===== src/rtl/core/aarm_pkg.sv =====
// Package of the axis-angle rotation matrix block: widths, constants, types.
// Used by every module of the block but aarm_checker; depends on nothing.
`default_nettype none

package aarm_pkg;

   // Defaults of the top level parameters.
   localparam int CORDIC_STEPS_DEF = 16;
   localparam int FRAC_BITS_DEF    = 14;

   // Port widths.
   localparam int IN_DATA_W  = 72;
   localparam int OUT_DATA_W = 168;
   localparam int ANGLE_W    = 18;
   localparam int AXIS_W     = 16;
   localparam int ENTRY_W    = 18;
   localparam int NUM_ENTRY  = 9;

   // CORDIC datapath width, Q2.30 with headroom.
   localparam int CW = 34;

   // Angle limits in 1/256 degree.
   localparam logic signed [18:0] ANGLE_LIMIT = 19'sd92160;
   localparam logic signed [18:0] DEG360      = 19'sd92160;
   localparam logic signed [18:0] DEG180      = 19'sd46080;
   localparam logic signed [18:0] DEG90       = 19'sd23040;

   // pi in Q2.30 split as 46080 * Q_MUL + R_MUL.
   localparam logic [16:0] Q_MUL   = 17'd73204;
   localparam logic [14:0] R_MUL   = 15'd19106;
   localparam logic [29:0] R_HALF  = 30'd23040;
   // floor(2^25 / 45), corrected by one compare afterwards.
   localparam logic [19:0] DIV45_MUL = 20'd745654;
   localparam int          DIV45_SH  = 25;
   localparam logic [20:0] DIV45_K   = 21'd45;

   // CORDIC start value 1/K in Q2.30.
   localparam logic signed [CW-1:0] CORDIC_GAIN = 34'sd652032874;

   // Output saturation limits.
   localparam int OUT_MAX = 131071;

   // Side data that rides along with the angle.
   typedef struct packed {
      logic               flip;
      logic signed [15:0] ax;
      logic signed [15:0] ay;
      logic signed [15:0] az;
   } aux_type;

   // One word between CORDIC cells.
   typedef struct packed {
      logic signed [CW-1:0] x;
      logic signed [CW-1:0] y;
      logic signed [CW-1:0] z;
      aux_type              aux;
   } cordic_type;

   // atan(2^-i) in Q2.30.
   function automatic logic signed [CW-1:0] atan_q30(input int idx);
      logic signed [CW-1:0] v;
      case (idx)
         0:  v = 34'sh03243F6A8;
         1:  v = 34'sh01DAC6705;
         2:  v = 34'sh00FADBAFC;
         3:  v = 34'sh007F56EA6;
         4:  v = 34'sh003FEAB76;
         5:  v = 34'sh001FFD55B;
         6:  v = 34'sh000FFFAAA;
         7:  v = 34'sh0007FFF55;
         8:  v = 34'sh0003FFFEA;
         9:  v = 34'sh0001FFFFD;
         10: v = 34'sh0000FFFFF;
         11: v = 34'sh00007FFFF;
         12: v = 34'sh00003FFFF;
         13: v = 34'sh00001FFFF;
         14: v = 34'sh00000FFFF;
         15: v = 34'sh000007FFF;
         16: v = 34'sh000003FFF;
         17: v = 34'sh000001FFF;
         18: v = 34'sh000000FFF;
         19: v = 34'sh0000007FF;
         20: v = 34'sh0000003FF;
         21: v = 34'sh0000001FF;
         22: v = 34'sh0000000FF;
         23: v = 34'sh00000007F;
         24: v = 34'sh00000003F;
         25: v = 34'sh00000001F;
         26: v = 34'sh00000000F;
         27: v = 34'sh000000007;
         28: v = 34'sh000000003;
         29: v = 34'sh000000001;
         default: v = '0;
      endcase
      return v;
   endfunction

endpackage

`default_nettype wire


===== src/rtl/core/aarm_cordic_cell.sv =====
// One CORDIC rotation cell with a fixed shift and arctangent constant.
// Registers its word every enabled cycle; depends on aarm_pkg.
`default_nettype none

module aarm_cordic_cell #(
   parameter int IDX = 0
) (
   input  wire logic            clock,
   input  wire logic            reset,
   input  wire logic            en,
   input  wire logic            in_valid,
   input  aarm_pkg::cordic_type in_word,
   output logic                 out_valid,
   output aarm_pkg::cordic_type out_word
);
   import aarm_pkg::*;

   localparam logic signed [CW-1:0] ATAN = atan_q30(IDX);

   logic signed [CW-1:0] dx, dy;
   cordic_type           out_in, out_ff;
   logic                 valid_ff;

   // Rotate toward a zero residual; zero counts as positive.
   always_comb begin
      dx     = in_word.y >>> IDX;
      dy     = in_word.x >>> IDX;
      out_in = in_word;
      if (!in_word.z[CW-1]) begin
         out_in.x = in_word.x - dx;
         out_in.y = in_word.y + dy;
         out_in.z = in_word.z - ATAN;
      end else begin
         out_in.x = in_word.x + dx;
         out_in.y = in_word.y - dy;
         out_in.z = in_word.z + ATAN;
      end
   end

   always_ff @(posedge clock) begin
      if (reset) begin
         valid_ff <= 1'b0;
      end else if (en) begin
         valid_ff <= in_valid;
      end
   end

   always_ff @(posedge clock) begin
      if (en) begin
         out_ff <= out_in;
      end
   end

   assign out_valid = valid_ff;
   assign out_word  = out_ff;

endmodule

`default_nettype wire


===== config.mk =====
export PLATFORM = sky130hd
export DESIGN_NAME = aarm_cordic_cell
export DESIGN_NICKNAME = d
export VERILOG_FILES = /design/src/rtl/core/aarm_pkg.sv /design/src/rtl/core/aarm_cordic_cell.sv
export SDC_FILE = /design/constraint.sdc
export NUM_CORES = 1
export LEC_CHECK = 0
export BUFFER_PORTS_ARGS = -buffer_cell sky130_fd_sc_hd__buf_2
export CORE_AREA = 2 2 150 152
export DETAILED_ROUTE_END_ITERATION = 10
export DIE_AREA = 0 0 152 154
export PLACE_DENSITY = 0.8
export SYNTH_ARGS = -nofsm -noshare
export SYNTH_HDL_FRONTEND = slang
export SYNTH_SLANG_ARGS = --single-unit

===== constraint.sdc =====
create_clock -name clock -period 3.68 [get_ports clock]
set_input_delay 0 -clock clock [delete_from_list [all_inputs] [get_ports clock]]
set_output_delay 0 -clock clock [all_outputs]
set_load 0.02 [all_outputs]

After elaboration in Yosys (flattened, before gate mapping)
Cells that the tools add are included.

operators by class
  $add $sub $neg = 5
  muxes and demuxes = 1

operator list
  cell                                                                   number
  102-bit two-way mux                                                    1
  34-bit subtractor                                                      2
  34-bit by 31-bit adder with 34-bit output, second input constant       1
  34-bit adder                                                           1
  34-bit by 31-bit subtractor with 34-bit output, second input constant  1

storage, ports and cells
  flip-flop bits (word level) = 152
  output and inout bits = 152

Depth between registers and ports, before layout
Gate-level depths: netlist of run 1.

  depth after elaboration = 2
  gate-level depth with buffers = 13
  mapped depth without buffers = 12

Least setup slack after synthesis of run 1
OpenSTA, ideal clock, no wires.

  path type = input to register
  from = input in_word[82] (netlist name)
  to = register out_ff, in the netlist out_word[80], data pin
  library setup time = 258 ps
  arrival = 3093 ps
  path slack = 329 ps
  stages = 13
  buffers on the path = 2
  cells stage by stage = inv_1 clkbuf_1 buf_1 ha_1 nand4_1 nor3_1 o221ai_1 a31oi_1 a41oi_1 or2_2 o311ai_0 a21oi_1 xnor2_1

RTL lines
  what                  line                    RTL
  from (decl)           aarm_cordic_cell.sv:12  input aarm_pkg::cordic_type in_word,
  to (signal assigned)  aarm_cordic_cell.sv:50  out_ff <= out_in;
  to (decl)             aarm_cordic_cell.sv:21  cordic_type out_in, out_ff;

==> impl_metrics.sql, run 1 <==
INSERT INTO impl_metrics (metric_group, metric, value, unit) VALUES
('worst_setup_path', 'slowest_stage', 'sky130_fd_sc_hd__o41ai_1', ''),
('global_route', 'grt_util_all_layers', '31.0', '%'),
('die', 'design.die.area', '23400', 'µm²'),
('synthesis', 'postSynth.asyncResetShare', '0', '%'),
('global_route', 'grt_first_pass_wirelength', '57800', 'µm'),
('die', 'ioPinCount', '307', ''),
('synthesis', 'yosys_register_bits', '151', ''),
('sta', 'finalWorstPathRequiredPeriod', '3.39', 'ns'),
('sta', 'setup-violations-final', '0', ''),
('synthesis', 'post_synth_main_area_contributors', 'sky130_fd_sc_hd__edfxtp_1, sky130_fd_sc_hd__ha_1, sky130_fd_sc_hd__a21oi_1, sky130_fd_sc_hd__xnor2_1, sky130_fd_sc_hd__inv_1', ''),
('clock_tree', 'cts_max_path_buffers', '2', ''),
('route', 'detailroute.via_count', '11300', ''),
('die', 'floorplan.rows', '54', ''),
('route', 'route.detailed.wl_per_inst', '20.0', 'µm'),
('sta', 'rsz0062_at_grt', 'no', ''),
('worst_setup_path', 'rr_startpoint', 'out_valid', ''),
('finish', 'final_util', '67.7', '%'),
('power', 'power_leakage', '6.53', 'nW'),
('worst_setup_path', 'ff2ff_setup_slack', '2.54', 'ns'),
('worst_setup_path', 'critical_path.n_buffers_inverters', '4', ''),
('route', 'route.final.wire_length', '37900', 'µm'),
('synthesis', 'synth_top_cell_by_area', 'sky130_fd_sc_hd__edfxtp_1', ''),
('finish', 'most_common_cell_after_layout_fill_and_taps_aside', 'sky130_fd_sc_hd__buf_2', ''),
('placement', 'gpl.final_weighted_congestion', '1.00', ''),
('placement', 'dpl.cell_count', '1806', ''),
('die', 'core_region_area', '21700', 'µm²'),
('run', 'max_cap_violations', '0', ''),
('worst_hold_path', 'timing.hold.worst.class', 'input pin to flip-flop', ''),
('sta', 'finalCritPeriodShare', '92.2', '%'),
('global_route', 'grt_remaining_overflow', '0', ''),
('worst_setup_path', 'worst_setup_path_startpoint', 'in_word[117]', ''),
('global_route', 'grt_start_max_net_pins', '91', ''),
('finish', 'layout.cells.non_filler', '1897', ''),
('die', 'die_y', '154', 'µm'),
('worst_setup_path', 'critical_path_arrival', '3.56', 'ns'),
('sta', 'report.final.hold_viol_count', '0', ''),
('route', 'drtIter0Drc', '1072', ''),
('clock_tree', 'cts_root_buffer', 'sky130_fd_sc_hd__clkbuf_16', ''),
('sta', 'timing.fmax', '295', 'MHz'),
('power', 'worst_ir_drop_vdd', '0.232', 'mV'),
('clock_tree', 'cts.reportedPaths.clkPinSlew', '0.06', 'ns'),
('synthesis', 'syn_avg_cell_area', '9.35', 'µm²'),
('synthesis', 'synth_top_area_share', '38.6', '%'),
('worst_setup_path', 'setup.worst_path.end_class', 'flip-flop', ''),
('clock_tree', 'htree_levels', '4', ''),
('finish', 'drive_gt1_share', '23.0', '%'),
('clock_tree', 'cts_sinks', '151', ''),
('run_status', 'status', 'complete, no violations', ''),
('clock_tree', 'clock_buffer_count_from_cts', '17', ''),
('clock_tree', 'clock_tree_from_tritoncts', 'done', ''),
('clock_tree', 'post_cts_resize_count', '0', ''),
('worst_setup_path', 'crit_path_max_fanout', '4', ''),
('worst_setup_path', 'cpPeakStageDelay', '0.54', 'ns'),
('worst_hold_path', 'min-delay-start', 'in_word[116]', ''),
('synthesis', 'synth_enable_flop_cells', '150', ''),
('route', 'detail_route.first_pass.iterations', '6', ''),
('sta', 'worst_slew_pin_slew', '0.892', 'ns'),
('finish', 'most-common-layout-cells', 'sky130_fd_sc_hd__buf_2, sky130_fd_sc_hd__a21oi_1, sky130_fd_sc_hd__edfxtp_1', ''),
('synthesis', 'synth.cell_area', '11700', 'µm²'),
('worst_setup_path', 'cp-start-kind', 'input pin', ''),
('global_route', 'grt_antenna_before_repair', '1', ''),
('sta', 'drv_slew', '0', ''),
('synthesis', 'yosys_warnings', '0', ''),
('die', 'effective_utilization_at_floorplan', '53.8', '%'),
('worst_setup_path', 'critical_path.top_delay_family', 'compound AO/OA/AOI/OAI gates', ''),
('worst_setup_path', 'criticalPathCategory', 'input pin to flip-flop', ''),
('placement', 'buffer_ports.inserted', '306', ''),
('placement', 'hpwl', '28700', 'µm'),
('synthesis', 'ys_types', '66', ''),
('die', 'die-width', '152', 'µm'),
('power', 'p_per_area', '419', 'nW/µm²');
## cell families (layout without fill, tap and decap cells)
| family | count (synthesis) | in the layout | share of synthesized area [%] |
|---|---|---|---|
| compound gates | 415 | 415 | 22.0 |
| other cells | 0 | 1 | 0 |
| flops | 151 | 151 | 38.8 |
| buf+inv | 163 | 531 | 5.32 |
| fa+ha+maj | 132 | 132 | 14.4 |
| xor+xnor | 89 | 89 | 6.68 |
| simple gates | 284 | 284 | 11.6 |
| mux | 14 | 14 | 1.20 |
## registers in the layout, summed over array words and instances (netlist names)
signal	cells
out_valid	1
out_word	150
## Yosys cell counts (4+ instances only)
master	instances
sky130_fd_sc_hd__a2111oi_0	5
sky130_fd_sc_hd__nand4_1	14
sky130_fd_sc_hd__o21ai_0	84
sky130_fd_sc_hd__nor3_1	27
sky130_fd_sc_hd__a31oi_1	14
sky130_fd_sc_hd__xnor2_1	73
sky130_fd_sc_hd__o2111ai_1	4
sky130_fd_sc_hd__a221oi_1	4
sky130_fd_sc_hd__or3_1	12
sky130_fd_sc_hd__o311ai_0	5
sky130_fd_sc_hd__a21oi_1	156
sky130_fd_sc_hd__nor2b_1	13
sky130_fd_sc_hd__edfxtp_1	150
sky130_fd_sc_hd__nor4_1	10
sky130_fd_sc_hd__o21ai_1	4
sky130_fd_sc_hd__clkinv_1	6
sky130_fd_sc_hd__xor2_1	16
sky130_fd_sc_hd__buf_1	7
sky130_fd_sc_hd__fa_1	4
sky130_fd_sc_hd__o21a_1	9
sky130_fd_sc_hd__a211oi_1	20
sky130_fd_sc_hd__nor2_1	97
sky130_fd_sc_hd__ha_1	128
sky130_fd_sc_hd__o21bai_1	27
sky130_fd_sc_hd__o31ai_1	17
sky130_fd_sc_hd__clkbuf_1	33
sky130_fd_sc_hd__nand2b_1	14
sky130_fd_sc_hd__a22oi_1	4
sky130_fd_sc_hd__inv_1	112
sky130_fd_sc_hd__nand2_1	59
sky130_fd_sc_hd__or2_2	7
sky130_fd_sc_hd__o211ai_1	12
sky130_fd_sc_hd__nand3_1	17
sky130_fd_sc_hd__a21o_1	22
sky130_fd_sc_hd__mux2i_1	14
## tightest hold or removal path: cells and delay by family
| kind | cells | cell delay [ns] |
|---|---|---|
| xor+xnor | 2 | 0.26 |
| buf+inv | 1 | 0.08 |
## cell type report
type                            instances  area (µm²)
Tap cell                              280         350
Timing Repair Buffer                  381        2260
Fill cell                            1718        7010
Clock buffer                           18         429
Clock inverter                         14         154
Multi-Input combinational cell        934        6520
Inverter                              118         443
Sequential cell                       151        4520
Antenna cell                            1        2.50
## path summary, 6_finish.rpt
| path | cells past startpoint | end |
|---|---|---|
| setup / recovery | 14 | out_word[146] |
| hold / removal | 3 | out_word[116] |
| setup reg to reg | 3 | out_valid |
| hold reg to reg | 3 | out_valid |
## layer usage
metal,share of wire [%],GRT usage [%],vias up
met5,0,0,-
li1,-,-,5255
met2,48,52.3,664
met1,40,40.2,5324
met3,8.3,4.68,91
met4,3.7,12.1,0
## power by group
part           internal [mW]  switching (mW)  leakage, nW
logic                  0.755            1.35         4.78
registers               2.20          0.0814         1.48
clock network          0.966           0.797        0.282
total                   3.92            2.23         6.53
## metrics by stage
step | setup slack, ns | instance area, µm² | power [mW]
floorplan | 0.329 | 11700 | 3.58
global placement | 0.538 | 13500 | 4.29
detailed placement | 0.465 | 13500 | 4.32
CTS | 0.446 | 14700 | 6.11
global route | 0.265 | 14700 | 6.39
finish | 0.286 | 14700 | 6.15
## timing repair
| item | CTS | global route |
|---|---|---|
| hold endpoints to repair | 57 | 0 |
| buffers inserted | 0 | 0 |
| hold buffers | 58 | 0 |
| setup endpoints to repair | 0 | 0 |
No activity file was read; power rests on OpenSTA's default activity.
==> run 2, diff against run 1 <==
Clock period 3.68 ns to 3.7 ns, I/O delays scaled along.
==> impl_metrics.sql, run 2 (synthesis results as in run 1) <==
INSERT INTO impl_metrics (metric_group, metric, value, unit) VALUES
('route', 'route.final.wire_length', '37600', 'µm'),
('sta', 'timing.fmax', '294', 'MHz'),
('sta', 'setup-violations-final', '0', ''),
('placement', 'dp_worst_setup_slack', '0.521', 'ns'),
('clock_tree', 'cts_root_buffer', 'sky130_fd_sc_hd__clkbuf_16', ''),
('worst_hold_path', 'min_path_cells', '3', ''),
('worst_setup_path', 'setup.worst_path.end_class', 'flip-flop', ''),
('route', 'detailroute.via_count', '11200', ''),
('run_status', 'status', 'complete, no violations', ''),
('die', 'effective_utilization_at_floorplan', '53.8', '%'),
('sta', 'rsz0062_at_grt', 'no', ''),
('die', 'die-width', '152', 'µm'),
('route', 'detail_route.first_pass.iterations', '6', ''),
('global_route', 'grt_pass1_vias', '10600', ''),
('worst_setup_path', 'critical_path.top_delay_family', 'compound AO/OA/AOI/OAI gates', ''),
('die', 'die_y', '154', 'µm'),
('sta', 'finalWorstPathRequiredPeriod', '3.40', 'ns'),
('clock_tree', 'clock_tree_from_tritoncts', 'done', ''),
('worst_setup_path', 'critical_path_arrival', '3.64', 'ns'),
('worst_setup_path', 'path_depth', '14', ''),
('finish', 'num-nets-final', '1888', ''),
('sta', 'finalCritPeriodShare', '91.8', '%'),
('power', 'p_total', '6.02', 'mW'),
('worst_setup_path', 'crit_chain', 'dlygate4sd3_1 > buf_2 > ha_1 > fa_1 > nand2b_1 > a211oi_1 > buf_4 > o21bai_1 > a31oi_1 > nor2b_1 > o311ai_0 > a21oi_1 > mux2i_1 > xor2_1', ''),
('power', 'p_per_area', '411', 'nW/µm²'),
('power', 'power_leakage', '6.51', 'nW'),
('finish', 'most-common-layout-cells', 'sky130_fd_sc_hd__buf_2, sky130_fd_sc_hd__a21oi_1, sky130_fd_sc_hd__edfxtp_1', ''),
('route', 'drtAntennaViolNets', '0', ''),
('route', 'drt_drc_violations_left', '0', ''),
('finish', 'layout.cells.non_filler', '1896', ''),
('global_route', 'grt_remaining_overflow', '0', ''),
('sta', 'setup_slack', '0.302', 'ns'),
('global_route', 'grt_antenna_before_repair', '2', ''),
('run', 'max_cap_violations', '0', ''),
('clock_tree', 'clock_buffer_count_from_cts', '17', ''),
('worst_setup_path', 'reg2reg_depth', '3', ''),
('worst_setup_path', 'critical_path.n_buffers_inverters', '3', ''),
('clock_tree', 'cts.reportedPaths.clkPinSlew', '0.06', 'ns'),
('sta', 'clock-skew-final', '0', 'ns'),
('placement', 'buffer_ports.inserted', '306', ''),
('global_route', 'grt_util_all_layers', '30.9', '%'),
('die', 'floorplan.rows', '54', ''),
('worst_setup_path', 'slowest_stage', 'sky130_fd_sc_hd__o311ai_0', ''),
('worst_setup_path', 'cpPeakStageDelay', '0.67', 'ns'),
('placement', 'gpl.final_weighted_congestion', '1.01', ''),
('finish', 'drive_gt1_share', '22.9', '%'),
('sta', 'report.final.hold_viol_count', '0', ''),
('worst_setup_path', 'cp-start-kind', 'input pin', ''),
('power', 'worst_ir_drop_vdd', '0.242', 'mV'),
('sta', 'worst_slew_pin_slew', '0.946', 'ns'),
('route', 'avgViaCountPerCell', '5.92', ''),
('finish', 'largest_register_ffs', '150', ''),
('route', 'drtIter0Drc', '868', ''),
('route', 'route.detailed.wl_per_inst', '19.8', 'µm'),
('die', 'ioPinCount', '307', ''),
('die', 'core_region_area', '21700', 'µm²'),
('clock_tree', 'post_cts_resize_count', '0', ''),
('worst_setup_path', 'critPathRequiredTime', '3.94', 'ns'),
('sta', 'drv_slew', '0', ''),
('clock_tree', 'htree_levels', '4', ''),
('global_route', 'grt_first_pass_wirelength', '57300', 'µm'),
('placement', 'dpl.cell_count', '1804', ''),
('worst_setup_path', 'criticalPathCategory', 'input pin to flip-flop', ''),
('placement', 'hpwl', '28700', 'µm'),
('die', 'design.die.area', '23400', 'µm²'),
('worst_hold_path', 'timing.hold.worst.class', 'input pin to flip-flop', ''),
('clock_tree', 'cts_max_path_buffers', '2', ''),
('sta', 'slew_headroom', '36.9', '%'),
('clock_tree', 'cts_sinks', '151', ''),
('finish', 'synthToLayoutAreaGrowth', '25.6', '%'),
('sta', 'fin_setup_tns', '0', 'ns'),
('clock_tree', 'clk-insertion-delay-late', '0.43', 'ns'),
('finish', 'most_common_cell_after_layout_fill_and_taps_aside', 'sky130_fd_sc_hd__buf_2', ''),
('worst_setup_path', 'crit_path_max_fanout', '5', ''),
('global_route', 'grt_start_max_net_pins', '103', '');
==> run 2: cell count changes in the layout (fill, tap and decap cells not counted) <==
| cell | delta |
|---|---|
| sky130_fd_sc_hd__diode_2 | +1 |
| sky130_fd_sc_hd__clkinvlp_4 | +1 |
| sky130_fd_sc_hd__buf_4 | -2 |
| sky130_fd_sc_hd__inv_8 | -1 |
| sky130_fd_sc_hd__bufinv_16 | -1 |
| sky130_fd_sc_hd__clkinv_4 | +1 |
==> run 2: metrics by stage <==
stage | area [µm²] | hold slack (ns) | util (%)
after floorplan | 11700 | 0.0724 | -
after global placement | 13500 | 0.157 | 62.3
after detailed placement | 13500 | 0.158 | 62.3
after CTS | 14600 | 0.0129 | 67.5
after global routing | 14600 | 0.0313 | 67.5
final | 14600 | 0.0220 | 67.5
==> run 2: cell type report <==
type	instances	area, µm²
antenna	2	5.00
clock buffer	18	429
clock inverter	14	129
fill	1744	7040
inverter	118	443
multi-input combinational	934	6520
sequential	151	4520
tap	280	350
timing repair buffer	379	2250
==> run 2: worst min-delay path: cells and delay by family <==
| family | cells | cell delay [ns] |
|---|---|---|
| xor+xnor | 2 | 0.24 |
| buf+inv | 1 | 0.08 |
==> run 2: worst paths after layout <==
path	to	startpoint	slack [ns]
max	out_word[105]	in_word[117]	0.30
min	out_word[116]	in_word[116]	0.02
max reg2reg	out_valid	out_valid	2.52
min reg2reg	out_valid	out_valid	1.08
==> run 2: power breakdown <==
group | leakage [nW] | internal, mW | total [mW] | switching (mW)
sequential | 1.48 | 2.19 | 2.27 | 0.0790
combinational | 4.77 | 0.749 | 2.09 | 1.34
clock | 0.266 | 0.887 | 1.66 | 0.775
==> run 2: per-layer routing <==
metal / vias up / wire (µm) / track usage [%]
met4: 0 / 1100 / 11.0
met5: - / 0 / 0
met2: 642 / 18200 / 52.6
li1: 5262 / - / -
met1: 5256 / 15000 / 40.6
met3: 64 / 3270 / 4.37
==> run 2: timing repair <==
action                    4_1_cts  5_1_grt
setup buffers                   0        0
hold buffers                   58        0
hold endpoints to repair       57        0
==> run 3, diff against run 2 <==
Settings changed: ABC_AREA from default to 1, CORE_AREA 2 2 150 152 to 2 2 160 162, DIE_AREA 0 0 152 154 to 0 0 162 164, PLACE_DENSITY 0.8 to 0.79.
==> impl_metrics.sql, run 3 <==
INSERT INTO impl_metrics (metric_group, metric, value, unit) VALUES
('placement', 'buffer_ports.inserted', '306', ''),
('die', 'ioPinCount', '307', ''),
('clock_tree', 'clk-insertion-delay-late', '0.44', 'ns'),
('run_status', 'status', 'complete, no violations', ''),
('die', 'design.die.area', '26600', 'µm²'),
('synthesis', 'synth.yosys.seq_area_share', '33.5', '%'),
('synthesis', 'ys_top_cells_by_count', 'sky130_fd_sc_hd__nand2_1, sky130_fd_sc_hd__inv_1, sky130_fd_sc_hd__nand3_1', ''),
('route', 'route.detailed.wl_per_inst', '20.1', 'µm'),
('synthesis', 'synthAdderAreaFrac', '12.5', '%'),
('synthesis', 'postSynth.topFlopCell', 'sky130_fd_sc_hd__edfxtp_1', ''),
('run', 'max_cap_violations', '0', ''),
('worst_setup_path', 'reg2reg_depth', '3', ''),
('power', 'p_per_area', '396', 'nW/µm²'),
('die', 'effective_utilization_at_floorplan', '54.4', '%'),
('sta', 'worst_slew_pin_slew', '0.938', 'ns'),
('worst_hold_path', 'capture_endpoint_of_the_worst_hold_path', 'out_word[80]', ''),
('power', 'worst_ir_drop_vdd', '0.295', 'mV'),
('route', 'drt_drc_violations_left', '0', ''),
('worst_setup_path', 'criticalPathCategory', 'input pin to flip-flop', ''),
('finish', 'final.fill_count', '2153', ''),
('placement', 'dp_worst_setup_slack', '1.13', 'ns'),
('clock_tree', 'clock_buffer_count_from_cts', '17', ''),
('sta', 'fin_setup_tns', '0', 'ns'),
('synthesis', 'syn_avg_cell_area', '7.19', 'µm²'),
('clock_tree', 'cts_sinks', '151', ''),
('synthesis', 'synth_top_area_share', '33.4', '%'),
('sta', 'drv_slew', '0', ''),
('synthesis', 'synth.area.mux_share', '0.0742', '%'),
('global_route', 'grt_remaining_overflow', '0', ''),
('synthesis', 'ys_types', '43', ''),
('die', 'die_y', '164', 'µm'),
('finish', 'num-nets-final', '2507', ''),
('synthesis', 'synth-simple-area-share', '29.2', '%'),
('sta', 'slew_headroom', '37.5', '%'),
('finish', 'synthToLayoutAreaGrowth', '21.8', '%'),
('sta', 'report.final.hold_viol_count', '0', ''),
('die', 'floorplan.rows', '58', ''),
('synthesis', 'synth_enable_flop_cells', '150', ''),
('synthesis', 'postSynth.asyncResetShare', '0', '%'),
('worst_setup_path', 'critPathRequiredTime', '3.89', 'ns'),
('sta', 'timing.hold.ws', '0.0144', 'ns'),
('synthesis', 'synthXorXnorAreaFrac', '3.05', '%'),
('worst_setup_path', 'ff2ff_setup_slack', '2.53', 'ns'),
('route', 'route.final.wire_length', '51500', 'µm'),
('finish', 'most_common_cell_after_layout_fill_and_taps_aside', 'sky130_fd_sc_hd__nand2_1', ''),
('worst_setup_path', 'critical_path_arrival', '2.59', 'ns'),
('synthesis', 'synth_compound_area_share', '12.6', '%'),
('worst_hold_path', 'min_path_cells', '4', ''),
('worst_hold_path', 'timing.hold.worst.class', 'input pin to flip-flop', ''),
('sta', 'rsz0062_at_grt', 'no', ''),
('sta', 'finalWorstPathRequiredPeriod', '2.40', 'ns'),
('finish', 'drive_gt1_share', '17.4', '%'),
('sta', 'clock-skew-final', '0', 'ns'),
('power', 'seq_power_share', '34.5', '%'),
('clock_tree', 'cts_max_path_buffers', '2', ''),
('global_route', 'grt_start_max_net_pins', '87', ''),
('power', 'power_leakage', '8.18', 'nW'),
('sta', 'finalCritPeriodShare', '64.8', '%'),
('synthesis', 'post_synth_main_area_contributors', 'sky130_fd_sc_hd__edfxtp_1, sky130_fd_sc_hd__nand2_1, sky130_fd_sc_hd__ha_1, sky130_fd_sc_hd__inv_1, sky130_fd_sc_hd__nand3_1', ''),
('power', 'p_clk_share', '30.0', '%'),
('sta', 'setup_slack', '1.30', 'ns'),
('power', 'cell_internal_pwr', '3.91', 'mW'),
('clock_tree', 'cts_root_buffer', 'sky130_fd_sc_hd__clkbuf_16', ''),
('worst_setup_path', 'cp-start-kind', 'input pin', ''),
('die', 'core_region_area', '24800', 'µm²'),
('power', 'p_total', '6.50', 'mW'),
('worst_setup_path', 'timing.rr.end', 'out_valid', ''),
('sta', 'setup-violations-final', '0', ''),
('synthesis', 'synthesis.instances', '1878', ''),
('global_route', 'grt_util_all_layers', '38.6', '%'),
('global_route', 'grt_antenna_before_repair', '5', ''),
('synthesis', 'post-synth-top-count-cell', 'sky130_fd_sc_hd__nand2_1', ''),
('global_route', 'grt_first_pass_wirelength', '77700', 'µm'),
('synthesis', 'yosys_register_bits', '151', ''),
('worst_hold_path', 'min-delay-start', 'in_word[80]', ''),
('sta', 'timing.fmax', '417', 'MHz'),
('clock_tree', 'cts.reportedPaths.clkPinSlew', '0.07', 'ns'),
('worst_setup_path', 'rr_startpoint', 'out_valid', ''),
('finish', 'most-common-layout-cells', 'sky130_fd_sc_hd__nand2_1, sky130_fd_sc_hd__buf_2, sky130_fd_sc_hd__inv_1', ''),
('route', 'avgViaCountPerCell', '5.73', ''),
('worst_setup_path', 'crit_path_max_fanout', '4', ''),
('route', 'detailroute.via_count', '14700', ''),
('placement', 'hpwl', '39800', 'µm'),
('synthesis', 'yosys_warnings', '0', ''),
('synthesis', 'synth_top_cell_by_area', 'sky130_fd_sc_hd__edfxtp_1', ''),
('route', 'drtIter0Drc', '1787', ''),
('synthesis', 'synth.cell_area', '13500', 'µm²'),
('die', 'die-width', '162', 'µm'),
('route', 'detail_route.first_pass.iterations', '8', ''),
('clock_tree', 'htree_levels', '4', ''),
('global_route', 'grt_pass1_vias', '14300', ''),
('synthesis', 'synthesized_nets', '2165', ''),
('placement', 'gpl.final_weighted_congestion', '0.981', ''),
('worst_setup_path', 'setup.worst_path.end_class', 'flip-flop', ''),
('power', 'power.switching_fraction', '39.9', '%'),
('power', 'net-switching-power', '2.59', 'mW'),
('finish', 'largest_register_ffs', '150', ''),
('clock_tree', 'clock_tree_from_tritoncts', 'done', ''),
('power', 'gate_power_share', '35.5', '%'),
('synthesis', 'synth_top_family_by_area', 'simple AND/OR/NAND/NOR gates', ''),
('route', 'drtAntennaViolNets', '0', '');
## run 3: per-stage QoR
step           instances  utilization, %  instance area (µm²)
2_1_floorplan       1878               -                13500
3_3_place_gp        2474            61.3                15200
3_5_place_dp        2474            61.3                15200
4_1_cts             2563            66.2                16400
5_1_grt             2564            66.2                16400
6_report            2568            66.2                16400
## run 3: timing repair
item,in CTS,in global routing
resized for setup,0,0
hold buffers,57,0
setup buffers,0,0
hold endpoints to repair,56,0
## run 3: layer usage
metal,global-route usage [%],share of wire [%]
met2,66.3,47
met1,45.8,37
met5,0,0
met4,20.0,5.8
met3,7.95,9.6
## run 3: layout make-up
class                           instances  area [µm²]  area share (%)
Tap cell                              330         413            2.51
Timing Repair Buffer                  368        2150            13.1
Sequential cell                       151        4520            27.5
Multi-Input combinational cell       1428        7750            47.2
Clock inverter                         15         209            1.27
Inverter                              254         953            5.80
Antenna cell                            5        12.5          0.0761
Clock buffer                           17         425            2.59
## run 3: how the worst max path moves through the flow
stage	startpoint	endpoint	slack [ns]	cells past startpoint
6_report	in_word[117]	out_word[149]	1.30	15
5_1_grt	in_word[117]	out_word[149]	1.12	15
4_1_cts	in_word[117]	out_word[141]	1.36	15
3_5_place_dp	in_word[82]	out_word[81]	1.13	12
3_3_place_gp	in_word[82]	out_word[71]	1.23	10
2_1_floorplan	in_word[82]	out_word[68]	1.31	12
## run 3: power by group through the flow
stage	sequential (mW)	combinational, mW	clock [mW]
after floorplan	2.52	1.14	0
after global placement	2.26	2.15	0
after detailed placement	2.27	2.17	0
after CTS	2.23	2.24	1.93
after global routing	2.26	2.49	2.02
final	2.24	2.31	1.95
## run 3: logic make-up after synthesis
family | Yosys count
simple gates | 931
compound gates | 317
fa+ha+maj | 132
buf+inv | 299
flops | 151
xor+xnor | 47
mux | 1
## run 3: worst max-delay path, stage by stage
cell	delay (ns)
sky130_fd_sc_hd__dlygate4sd3_1	0.52
sky130_fd_sc_hd__buf_2	0.13
sky130_fd_sc_hd__inv_1	0.04
sky130_fd_sc_hd__ha_1	0.20
sky130_fd_sc_hd__fa_1	0.50
sky130_fd_sc_hd__o21ai_1	0.32
sky130_fd_sc_hd__nand2_1	0.12
sky130_fd_sc_hd__nand2_1	0.10
sky130_fd_sc_hd__nand2_1	0.08
sky130_fd_sc_hd__nand2_1	0.19
sky130_fd_sc_hd__nand2_1	0.12
sky130_fd_sc_hd__nand2_1	0.08
sky130_fd_sc_hd__nand2_1	0.05
sky130_fd_sc_hd__nand3_1	0.07
sky130_fd_sc_hd__nand2_1	0.07
